==> config.mk <==
export PLATFORM = sky130hd
export DESIGN_NAME = ring_nearest_free_slot_allocator_unit
export DESIGN_NICKNAME = d
export VERILOG_FILES = /design/src/rnfsa_pkg.sv /design/src/ring_nearest_free_slot_allocator_unit.sv /design/src/rnfsa_ctrl.sv /design/src/rnfsa_dp.sv
export SDC_FILE = /design/constraint.sdc
export NUM_CORES = 2
export LEC_CHECK = 0
export ABC_AREA = 0
export BUFFER_PORTS_ARGS = -buffer_cell sky130_fd_sc_hd__buf_2
export CORE_AREA = 2 2 379 381
export DETAILED_ROUTE_END_ITERATION = 8
export DIE_AREA = 0 0 381 383
export SYNTH_ARGS = -nofsm -noshare
export SYNTH_HDL_FRONTEND = slang
export SYNTH_SLANG_ARGS = --single-unit
export TNS_END_PERCENT = 5
==> constraint.sdc <==
create_clock -name clk -period 7.9 [get_ports clk]
set_input_delay 0.79 -clock clk [delete_from_list [all_inputs] [get_ports clk]]
set_output_delay 0.79 -clock clk [all_outputs]
set_load 0.005 [all_outputs]
==> src/rnfsa_pkg.sv <==
package rnfsa_pkg;

  // Default sizes
  localparam int MAX_SLOTS_DEF = 64;
  localparam int TAG_BITS_DEF  = 16;

  // Fixed field widths
  localparam int CFG_W      = 7;
  localparam int TAG_IN_W   = 16;
  localparam int SLOT_W     = 6;
  localparam int DIST_W     = 6;
  localparam int COST_W     = 32;
  localparam int STATUS_W   = 2;
  localparam int OUT_DATA_W = 48;

  // Ring size after reset
  localparam logic [CFG_W-1:0] RST_SLOTS = 7'd64;

  // Result status codes
  typedef enum logic [STATUS_W-1:0] {
    STAT_OK     = 2'd0,
    STAT_FULL   = 2'd1,
    STAT_NO_TAG = 2'd2
  } status_t;

  // Item mode
  typedef enum logic {
    MODE_ALLOC   = 1'b0,
    MODE_RELEASE = 1'b1
  } mode_t;

  // Controller states
  typedef enum logic [3:0] {
    ST_CLEAR,
    ST_IDLE,
    ST_NORM,
    ST_HEAD_RD,
    ST_HEAD_CK,
    ST_SCAN_RD,
    ST_SCAN_CK,
    ST_PICK,
    ST_REL_RD,
    ST_REL_CK,
    ST_DONE
  } state_t;

  // Controller to datapath
  typedef struct packed {
    logic clr_we;
    logic load;
    logic norm_step;
    logic head_ck;
    logic scan_adv;
    logic scan_ck;
    logic pick_scan;
    logic rel_rd;
    logic rel_ck;
    logic commit;
  } cmd_t;

  // Datapath to controller
  typedef struct packed {
    logic clr_last;
    logic norm_need;
    logic norm_last;
    logic mode_in;
    logic mode;
    logic head_busy;
    logic k_one;
    logic scan_done;
    logic rel_hit;
    logic rel_end;
    logic out_free;
  } sts_t;

endpackage

==> src/ring_nearest_free_slot_allocator_unit.sv <==
// Channel | Signals                          | Item contents (low bit up)
// s       | s_tvalid s_tready s_tdata s_tuser | tdata: tag[15:0]; tuser: mode
// m       | m_tvalid m_tready m_tdata m_tuser | tdata: slot_index, distance,
//         |                                   | total_cost, zero pad; tuser: status
// cfg     | cfg_we cfg_wdata                  | slots_in_use[6:0]
//
// Allocate with a free head slot: the accept is followed by HEAD_RD, HEAD_CK and DONE.
// Allocate with a busy head: each scan step is a read state and a check state; the scan runs both
// directions at once on the two read ports of the slot store, up to k-1 steps.
// Release: slots are examined from slot 0, up to k, each with a read and a check state.
// A head left outside a shrunk ring is first reduced mod k (bit-serial mod).
// After reset a clearing pass over all MAX_SLOTS slots runs before the first item.
// A result waits in the output register; a stalled output holds the next item.
module ring_nearest_free_slot_allocator_unit #(
  parameter int MAX_SLOTS = rnfsa_pkg::MAX_SLOTS_DEF,
  parameter int TAG_BITS  = rnfsa_pkg::TAG_BITS_DEF
) (
  input  logic                             clk,
  input  logic                             rst,
  // configuration
  input  logic                             cfg_we,
  input  logic [rnfsa_pkg::CFG_W-1:0]      cfg_wdata,   // slots_in_use
  // input items
  input  logic                             s_tvalid,
  output logic                             s_tready,
  input  logic [rnfsa_pkg::TAG_IN_W-1:0]   s_tdata,     // tag
  input  logic                             s_tuser,     // mode
  // result items
  output logic                             m_tvalid,
  input  logic                             m_tready,
  output logic [rnfsa_pkg::OUT_DATA_W-1:0] m_tdata,     // slot_index, distance, total_cost
  output logic [rnfsa_pkg::STATUS_W-1:0]   m_tuser      // status
);

  rnfsa_pkg::cmd_t cmd;
  rnfsa_pkg::sts_t sts;

  // Sequencer
  rnfsa_ctrl u_ctrl (
    .clk      (clk),
    .rst      (rst),
    .s_tvalid (s_tvalid),
    .s_tready (s_tready),
    .sts      (sts),
    .cmd      (cmd)
  );

  // Slot store, search registers and result register
  rnfsa_dp #(
    .MAX_SLOTS (MAX_SLOTS),
    .TAG_BITS  (TAG_BITS)
  ) u_dp (
    .clk       (clk),
    .rst       (rst),
    .cfg_we    (cfg_we),
    .cfg_wdata (cfg_wdata),
    .s_tdata   (s_tdata),
    .s_tuser   (s_tuser),
    .m_tvalid  (m_tvalid),
    .m_tready  (m_tready),
    .m_tdata   (m_tdata),
    .m_tuser   (m_tuser),
    .cmd       (cmd),
    .sts       (sts)
  );

endmodule

==> src/rnfsa_ctrl.sv <==
module rnfsa_ctrl (
  input  logic            clk,
  input  logic            rst,
  input  logic            s_tvalid,
  output logic            s_tready,
  input  rnfsa_pkg::sts_t sts,
  output rnfsa_pkg::cmd_t cmd
);

  rnfsa_pkg::state_t state, state_next;

  // State register
  always_ff @(posedge clk) begin
    if (rst) begin
      state <= rnfsa_pkg::ST_CLEAR;
    end else begin
      state <= state_next;
    end
  end

  // Next state and commands
  always_comb begin
    state_next = state;
    cmd        = '0;
    s_tready   = 1'b0;
    case (state)
      rnfsa_pkg::ST_CLEAR: begin
        cmd.clr_we = 1'b1;
        if (sts.clr_last) begin
          state_next = rnfsa_pkg::ST_IDLE;
        end
      end
      rnfsa_pkg::ST_IDLE: begin
        s_tready = 1'b1;
        if (s_tvalid) begin
          cmd.load = 1'b1;
          if (sts.norm_need) begin
            state_next = rnfsa_pkg::ST_NORM;
          end else if (sts.mode_in == rnfsa_pkg::MODE_RELEASE) begin
            state_next = rnfsa_pkg::ST_REL_RD;
          end else begin
            state_next = rnfsa_pkg::ST_HEAD_RD;
          end
        end
      end
      rnfsa_pkg::ST_NORM: begin
        cmd.norm_step = 1'b1;
        if (sts.norm_last) begin
          if (sts.mode == rnfsa_pkg::MODE_RELEASE) begin
            state_next = rnfsa_pkg::ST_REL_RD;
          end else begin
            state_next = rnfsa_pkg::ST_HEAD_RD;
          end
        end
      end
      rnfsa_pkg::ST_HEAD_RD: begin
        state_next = rnfsa_pkg::ST_HEAD_CK;
      end
      rnfsa_pkg::ST_HEAD_CK: begin
        cmd.head_ck = 1'b1;
        if (!sts.head_busy || sts.k_one) begin
          state_next = rnfsa_pkg::ST_DONE;
        end else begin
          state_next = rnfsa_pkg::ST_SCAN_RD;
        end
      end
      rnfsa_pkg::ST_SCAN_RD: begin
        cmd.scan_adv = 1'b1;
        state_next   = rnfsa_pkg::ST_SCAN_CK;
      end
      rnfsa_pkg::ST_SCAN_CK: begin
        cmd.scan_ck = 1'b1;
        if (sts.scan_done) begin
          state_next = rnfsa_pkg::ST_PICK;
        end else begin
          state_next = rnfsa_pkg::ST_SCAN_RD;
        end
      end
      rnfsa_pkg::ST_PICK: begin
        cmd.pick_scan = 1'b1;
        state_next    = rnfsa_pkg::ST_DONE;
      end
      rnfsa_pkg::ST_REL_RD: begin
        cmd.rel_rd = 1'b1;
        state_next = rnfsa_pkg::ST_REL_CK;
      end
      rnfsa_pkg::ST_REL_CK: begin
        cmd.rel_ck = 1'b1;
        if (sts.rel_hit || sts.rel_end) begin
          state_next = rnfsa_pkg::ST_DONE;
        end else begin
          state_next = rnfsa_pkg::ST_REL_RD;
        end
      end
      rnfsa_pkg::ST_DONE: begin
        if (sts.out_free) begin
          cmd.commit = 1'b1;
          state_next = rnfsa_pkg::ST_IDLE;
        end
      end
      default: begin
        state_next = rnfsa_pkg::ST_CLEAR;
      end
    endcase
  end

endmodule

==> src/rnfsa_dp.sv <==
module rnfsa_dp #(
  parameter int MAX_SLOTS = rnfsa_pkg::MAX_SLOTS_DEF,
  parameter int TAG_BITS  = rnfsa_pkg::TAG_BITS_DEF
) (
  input  logic                                clk,
  input  logic                                rst,
  input  logic                                cfg_we,
  input  logic [rnfsa_pkg::CFG_W-1:0]         cfg_wdata,
  input  logic [rnfsa_pkg::TAG_IN_W-1:0]      s_tdata,
  input  logic                                s_tuser,
  output logic                                m_tvalid,
  input  logic                                m_tready,
  output logic [rnfsa_pkg::OUT_DATA_W-1:0]    m_tdata,
  output logic [rnfsa_pkg::STATUS_W-1:0]      m_tuser,
  input  rnfsa_pkg::cmd_t                     cmd,
  output rnfsa_pkg::sts_t                     sts
);

  localparam int IDX_W = $clog2(MAX_SLOTS);
  localparam int CNT_W = $clog2(MAX_SLOTS + 1);
  localparam int CMP_W = (CNT_W > rnfsa_pkg::CFG_W) ? CNT_W : rnfsa_pkg::CFG_W;
  localparam int BC_W  = $clog2(IDX_W + 1);
  localparam int PAD_W = rnfsa_pkg::OUT_DATA_W - rnfsa_pkg::SLOT_W - rnfsa_pkg::DIST_W
                         - rnfsa_pkg::COST_W;

  // Slot store: busy flag on top of the tag
  logic [TAG_BITS:0] mem [MAX_SLOTS];
  logic [TAG_BITS:0] rd_a, rd_b;
  logic [IDX_W-1:0]  addr_a, addr_b, wr_addr;
  logic [TAG_BITS:0] wr_data;
  logic              wr_en;

  // Persistent state
  logic [rnfsa_pkg::CFG_W-1:0]  slots_in_use;
  logic [IDX_W-1:0]             head_position;
  logic [rnfsa_pkg::COST_W-1:0] cost_total;
  logic [IDX_W-1:0]             clr_ptr;

  // Per-item working registers
  logic                mode;
  logic [TAG_BITS-1:0] tag_q;
  logic [IDX_W-1:0]    head_eff;
  logic [CNT_W-1:0]    rem;
  logic [BC_W-1:0]     bitcnt;
  logic [IDX_W-1:0]    left, right, rel_ptr;
  logic [CNT_W-1:0]    step;
  logic                lf, rf;
  logic [IDX_W-1:0]    lpick, rpick;
  logic [CNT_W-1:0]    ldist, rdist;
  logic                res_found;
  logic [IDX_W-1:0]    res_pick;
  logic [CNT_W-1:0]    res_dist;

  // Combinational helpers
  logic [CMP_W-1:0]   cfg_ext;
  logic [CNT_W-1:0]   k, k_m1, k_step, step_dist;
  logic [IDX_W-1:0]   k_last, left_dec, right_inc;
  logic [CNT_W:0]     rem_sh, rem_sub;
  logic [CNT_W-1:0]   rem_new;
  logic [IDX_W-1:0]   rel_d;
  logic [CNT_W-1:0]   rel_dw, rel_dist;
  logic               a_busy, b_busy, tag_hit;
  logic [IDX_W-1:0]   pick;
  logic [CNT_W-1:0]   dist_eff;
  rnfsa_pkg::status_t status;

  // Ring size, clamped to 1..MAX_SLOTS
  always_comb begin
    cfg_ext = CMP_W'(slots_in_use);
    if (slots_in_use == '0) begin
      k = CNT_W'(1);
    end else if (cfg_ext > CMP_W'(MAX_SLOTS)) begin
      k = CNT_W'(MAX_SLOTS);
    end else begin
      k = CNT_W'(cfg_ext);
    end
    k_m1   = k - CNT_W'(1);
    k_last = IDX_W'(k_m1);
  end

  // Ring pointer stepping and step distance
  always_comb begin
    left_dec  = (left == '0) ? k_last : left - IDX_W'(1);
    right_inc = (right == k_last) ? '0 : right + IDX_W'(1);
    k_step    = k - step;
    step_dist = (step < k_step) ? step : k_step;
  end

  // One restoring step of head mod k
  always_comb begin
    rem_sh  = {rem, head_eff[IDX_W-1]};
    rem_sub = rem_sh - {1'b0, k};
    rem_new = (rem_sh >= {1'b0, k}) ? rem_sub[CNT_W-1:0] : rem_sh[CNT_W-1:0];
  end

  // Circular distance from head to release pointer
  always_comb begin
    rel_d    = (head_eff > rel_ptr) ? head_eff - rel_ptr : rel_ptr - head_eff;
    rel_dw   = k - CNT_W'(rel_d);
    rel_dist = (rel_dw < CNT_W'(rel_d)) ? rel_dw : CNT_W'(rel_d);
  end

  assign a_busy  = rd_a[TAG_BITS];
  assign b_busy  = rd_b[TAG_BITS];
  assign tag_hit = a_busy && (rd_a[TAG_BITS-1:0] == tag_q);

  // Read address selection
  always_comb begin
    if (cmd.scan_adv) begin
      addr_a = left_dec;
    end else if (cmd.rel_rd) begin
      addr_a = rel_ptr;
    end else begin
      addr_a = head_eff;
    end
    addr_b = right_inc;
  end

  // Final result fields
  always_comb begin
    pick     = res_found ? res_pick : head_eff;
    dist_eff = res_found ? res_dist : '0;
    if (res_found) begin
      status = rnfsa_pkg::STAT_OK;
    end else if (mode == rnfsa_pkg::MODE_RELEASE) begin
      status = rnfsa_pkg::STAT_NO_TAG;
    end else begin
      status = rnfsa_pkg::STAT_FULL;
    end
  end

  // Write port: clearing pass or commit
  always_comb begin
    wr_en   = 1'b0;
    wr_addr = clr_ptr;
    wr_data = '0;
    if (cmd.clr_we) begin
      wr_en = 1'b1;
    end else if (cmd.commit && res_found) begin
      wr_en   = 1'b1;
      wr_addr = res_pick;
      wr_data = {(mode == rnfsa_pkg::MODE_ALLOC), tag_q};
    end
  end

  // Slot store
  always_ff @(posedge clk) begin
    if (wr_en) begin
      mem[wr_addr] <= wr_data;
    end
    rd_a <= mem[addr_a];
    rd_b <= mem[addr_b];
  end

  // Configuration register
  always_ff @(posedge clk) begin
    if (rst) begin
      slots_in_use <= rnfsa_pkg::RST_SLOTS;
    end else if (cfg_we) begin
      slots_in_use <= cfg_wdata;
    end
  end

  // Clearing pointer
  always_ff @(posedge clk) begin
    if (rst) begin
      clr_ptr <= '0;
    end else if (cmd.clr_we) begin
      clr_ptr <= clr_ptr + IDX_W'(1);
    end
  end

  // Head and cost total
  always_ff @(posedge clk) begin
    if (rst) begin
      head_position <= '0;
      cost_total    <= '0;
    end else if (cmd.commit && res_found) begin
      head_position <= res_pick;
      cost_total    <= cost_total + rnfsa_pkg::COST_W'(res_dist);
    end
  end

  // Item working registers
  always_ff @(posedge clk) begin
    if (cmd.load) begin
      mode      <= s_tuser;
      tag_q     <= TAG_BITS'(s_tdata);
      head_eff  <= head_position;
      rem       <= '0;
      bitcnt    <= '0;
      rel_ptr   <= '0;
      res_found <= 1'b0;
    end
    if (cmd.norm_step) begin
      rem    <= rem_new;
      bitcnt <= bitcnt + BC_W'(1);
      if (sts.norm_last) begin
        head_eff <= IDX_W'(rem_new);
      end else begin
        head_eff <= head_eff << 1;
      end
    end
    if (cmd.head_ck) begin
      left  <= head_eff;
      right <= head_eff;
      step  <= '0;
      lf    <= 1'b0;
      rf    <= 1'b0;
      if (!a_busy) begin
        res_found <= 1'b1;
        res_pick  <= head_eff;
        res_dist  <= '0;
      end
    end
    if (cmd.scan_adv) begin
      left  <= left_dec;
      right <= right_inc;
      step  <= step + CNT_W'(1);
    end
    if (cmd.scan_ck) begin
      if (!lf && !a_busy) begin
        lf    <= 1'b1;
        lpick <= left;
        ldist <= step_dist;
      end
      if (!rf && !b_busy) begin
        rf    <= 1'b1;
        rpick <= right;
        rdist <= step_dist;
      end
    end
    if (cmd.pick_scan) begin
      res_found <= lf && rf;
      // left wins only when strictly closer
      if (ldist < rdist) begin
        res_pick <= lpick;
        res_dist <= ldist;
      end else begin
        res_pick <= rpick;
        res_dist <= rdist;
      end
    end
    if (cmd.rel_ck) begin
      if (tag_hit) begin
        res_found <= 1'b1;
        res_pick  <= rel_ptr;
        res_dist  <= rel_dist;
      end else begin
        rel_ptr <= rel_ptr + IDX_W'(1);
      end
    end
  end

  // Output register
  always_ff @(posedge clk) begin
    if (rst) begin
      m_tvalid <= 1'b0;
    end else if (cmd.commit) begin
      m_tvalid <= 1'b1;
    end else if (m_tready) begin
      m_tvalid <= 1'b0;
    end
  end

  always_ff @(posedge clk) begin
    if (cmd.commit) begin
      m_tdata <= {{PAD_W{1'b0}},
                  cost_total + rnfsa_pkg::COST_W'(dist_eff),
                  rnfsa_pkg::DIST_W'(dist_eff),
                  rnfsa_pkg::SLOT_W'(pick)};
      m_tuser <= status;
    end
  end

  // Status to controller
  always_comb begin
    sts.clr_last  = (clr_ptr == IDX_W'(MAX_SLOTS - 1));
    sts.norm_need = (CNT_W'(head_position) >= k);
    sts.norm_last = (bitcnt == BC_W'(IDX_W - 1));
    sts.mode_in   = s_tuser;
    sts.mode      = mode;
    sts.head_busy = a_busy;
    sts.k_one     = (k == CNT_W'(1));
    sts.scan_done = ((lf || !a_busy) && (rf || !b_busy)) || (step == k_m1);
    sts.rel_hit   = tag_hit;
    sts.rel_end   = (rel_ptr == k_last);
    sts.out_free  = !m_tvalid || m_tready;
  end

  // The head is inside the ring whenever slots are examined
  a_head_in_ring: assert property (@(posedge clk) disable iff (rst)
    (cmd.head_ck || cmd.rel_ck) |-> (CNT_W'(head_eff) < k))
    else $error("effective head outside ring");

  // A successful move never exceeds half the ring
  a_dist_half: assert property (@(posedge clk) disable iff (rst)
    (cmd.commit && res_found) |-> ({res_dist, 1'b0} <= {1'b0, k}))
    else $error("move distance above half ring");

  // The head follows the committed slot
  a_head_moves: assert property (@(posedge clk) disable iff (rst)
    (cmd.commit && res_found) |=> (head_position == $past(res_pick)))
    else $error("head did not move to chosen slot");

  // A result appears only from a commit
  a_out_from_commit: assert property (@(posedge clk) disable iff (rst)
    $rose(m_tvalid) |-> $past(cmd.commit))
    else $error("result without commit");

endmodule
==> impl_metrics.csv <==
group,metric,value,unit
logic_synthesis,yosysTopAreaCellShare,64.7,%
logic_synthesis,ys_seq_area_share,68.1,%
placement,dp.cells,5831,
logic_synthesis,ys_ff_latch,1308,
sta,final_max_slew_viol_count,0,
clock_network,numCtsBuffers,139,
placement,hpwlAfterDp,90600,um
logic_synthesis,synth_edf_count,1212,
floorplan,die_w,381,um
setup_path,criticalPathCategory,"register to register",
clock_network,cts_tree,"done",
floorplan,initial_core_util,39.6,%
logic_synthesis,synth_area_leaders,"edfxtp_1 (65%), mux2i_1 (9.3%), dfxtp_1 (3.4%)",
drt,drc,0,
layout,regArea,38300,um2
clock_network,cts.repair.resized,0,
clock_network,insertion_delay,780,ps
logic_synthesis,synthArstFlopShare,0,%
setup_path,critPathMaxFanout,7,
global_route,grt_pass1_vias,32400,
hold_path,hold_path.class,"primary input to register",
sta,fmax,176,MHz
logic_synthesis,yosys-top-cells-count,"edfxtp_1 (1212), mux2i_1 (525), nand2_1 (418)",
setup_path,path_cells,"inv_1, ha_1, inv_1, fa_1, a211oi_1, o21ai_0, nand2_1, mux2_2, a21oi_1, o21ba_2, xnor2_1, inv_1, ha_1, or2_2, a21oi_1, a21oi_1, xor2_1, ha_1, nor4_1, and3_1, o32a_1, mux2_1, a21oi_1",
floorplan,die_area,146000,um2
floorplan,core_area,142000,um2
setup_path,critical_path_arrival,6370,ps
global_route,grt_use_total,19.9,%
clock_network,cts_setup_buffers,0,
sta,slew-limit-headroom,16.7,%
floorplan,placementRows,139,
sta,worst_slack,2220,ps
logic_synthesis,yosysTopAreaCell,"edfxtp_1",
layout,finalCoreUtilization,44.7,%
power,ir_drop,0.000182,V
global_route,antenna_found_initial,11,
floorplan,boundaryPins,81,
placement,numPortBuffers,76,
global_route,grt_pass1_wl,216000,um
logic_synthesis,yosysUniqueCellTypes,86,
layout,num-fill-cells,12700,
clock_network,cts_sinks,1308,
setup_path,end_kind,"register",
clock_network,cts-root-buf,"clkbuf_16",
power,leakage,23.1,nW
global_route,grt_max_degree,114,
clock_network,clk_pin_slew_worst_paths,60,ps
drt,dr.pass1.iters,8,
layout,multi_input_area,16800,um2
clock_network,cts-hold-fix-buffers,0,
sta,tightest_slew,1240,ps
setup_path,cp-start-kind,"register",
sta,setup_viol,0,
sta,rsz0062_at_grt,"no",
flow_run,cap_violations,0,
logic_synthesis,syn_area,56300,um2
drt,wire_per_inst,24.2,um
placement,dp_slack,2230,ps
clock_network,htree_levels,4,
drt,drt_iter0_drc,3517,
sta,hold_viol,0,
power,p_per_area,225,nW/um2
global_route,grt_overflow,0,
setup_path,cp.required,8600,ps
sta,fin_crit_sh,71.9,%
setup_path,worst_path_most_repeated_cell,"a21oi_1",
placement,place.gp.congestion,0.920,
layout,drive_above_1_share,12.4,%
sta,tns,0,ps
layout,nNetsFinal,4182,
drt,via_count,33500,
setup_path,critical-path-slowest-cell,"edfxtp_1",
logic_synthesis,synth.avg_cell_area,14.3,um2
logic_synthesis,synth_warnings,0,
drt,wirelength,147000,um
floorplan,dieHeight,383,um
layout,final_cells,6091,
clock_network,cts_buffer_depth,3,
setup_path,max_stage_delay,510,ps
status,status,"completed",
logic_synthesis,ys.flop_type,"edfxtp_1",
drt,drtAntennaViolNets,0,
sta,hold_slack,184,ps
sta,post-route-min-period,5680,ps
sta,fin_skew,39.5,ps
drt,viasPerCell,5.50,
logic_synthesis,yosysMostFrequentCell,"edfxtp_1",
layout,syn_to_final_growth,13.0,%
logic_synthesis,syn_inst,3943,
logic make-up (layout without fill, tap and decap cells):
group	count (synthesis)	count (layout)	share of synthesized area [%]
adder cells (fa/ha/maj)	85	85	1.97
AND/OR/NAND/NOR	1040	1040	8.62
other	1	8	0.00666
flip-flops	1308	1308	68.1
AO/OA/AOI/OAI	524	524	6.25
buffers and inverters	296	534	2.35
XOR/XNOR	120	120	1.88
multiplexers	569	569	10.8
path summary, 6_finish.rpt:
path,from,end,slack [ps],cells past startpoint
setup reg to reg,u_dp.head_eff[0],u_dp.res_dist[4],2220,23
hold / removal,s_tdata[10],u_dp.tag_q[10],180,1
hold reg to reg,u_dp.cost_total[5],u_dp.cost_total[5],480,2
setup / recovery,u_dp.head_eff[0],u_dp.res_dist[4],2220,23
state kept, by name (all words and copies together), names as in the netlist, 7 cells and up:
name and count:
u_dp.cfg_ext 7, u_dp.cost_total 32, u_dp.ldist 7, u_dp.m_tdata 44
u_dp.mem 1088, u_dp.rd_a 17, u_dp.rdist 7, u_dp.rem 7
u_dp.res_dist 7, u_dp.step 7, u_dp.tag_q 16
where the power goes:
part           switching, mW  internal (mW)
logic                  0.340          0.222
registers             0.0314           7.51
clock network           2.69           3.53
total                   3.06           11.3
through the flow:
stage,total power [mW],cell area (um2)
after floorplan,8.08,56300
after global placement,8.23,59200
after detailed placement,8.24,59200
after CTS,14.4,63600
after global routing,14.8,63600
final,14.3,63600
worst max-delay path: cells and delay by family (launching register included):
kind / cells / cell delay, ps
flops: 1 / 510
mux: 2 / 730
xor+xnor: 2 / 310
compound gates: 8 / 1530
fa+ha+maj: 4 / 1200
simple gates: 4 / 1020
buf+inv: 3 / 320
cells in the final DEF, fill, tap and decap left out, drive strengths merged, types with 6 or more instances in the layout:
cell / instances
and3: 82
nor2: 200
o31ai: 7
nand3: 153
xor2: 42
a21o: 15
a311oi: 21
nor3: 27
edfxtp: 1212
fa: 6
nor2b: 14
ha: 78
and2: 15
mux4: 31
o31a: 8
o21a: 7
and4: 17
clkinv: 67
o211ai: 6
a22oi: 36
nand2: 420
dfxtp: 96
or3: 14
mux2i: 525
a211oi: 100
clkbuf: 178
nor4: 10
a31oi: 32
or2: 9
a21oi: 110
a221oi: 32
inv: 85
mux2: 13
nand4: 38
xnor2: 78
a21boi: 9
nand2b: 27
buf: 195
o21ai: 112
layout make-up:
| cell class | instances | area share, % |
|---|---|---|
| Clock buffer | 178 | 5.88 |
| Clock inverter | 78 | 0.974 |
| Multi-Input combinational cell | 2342 | 26.5 |
| Inverter | 83 | 0.490 |
| Antenna cell | 4 | 0.0157 |
| Sequential cell | 1308 | 60.3 |
| Tap cell | 1903 | 3.75 |
| Timing Repair Buffer | 195 | 2.12 |
metal layers:
metal  up-vias  track usage, %  part of all wire [%]  wire (um)
met3       250            4.35                   8.0      11800
li1      15200               -                     -          -
met2      1295            30.6                    45      66800
met5         -               0                 0.026         38
met4         6            7.67                   3.3       4840
met1     16700            27.6                    43      63900
Power figures use the tool's default switching activity.
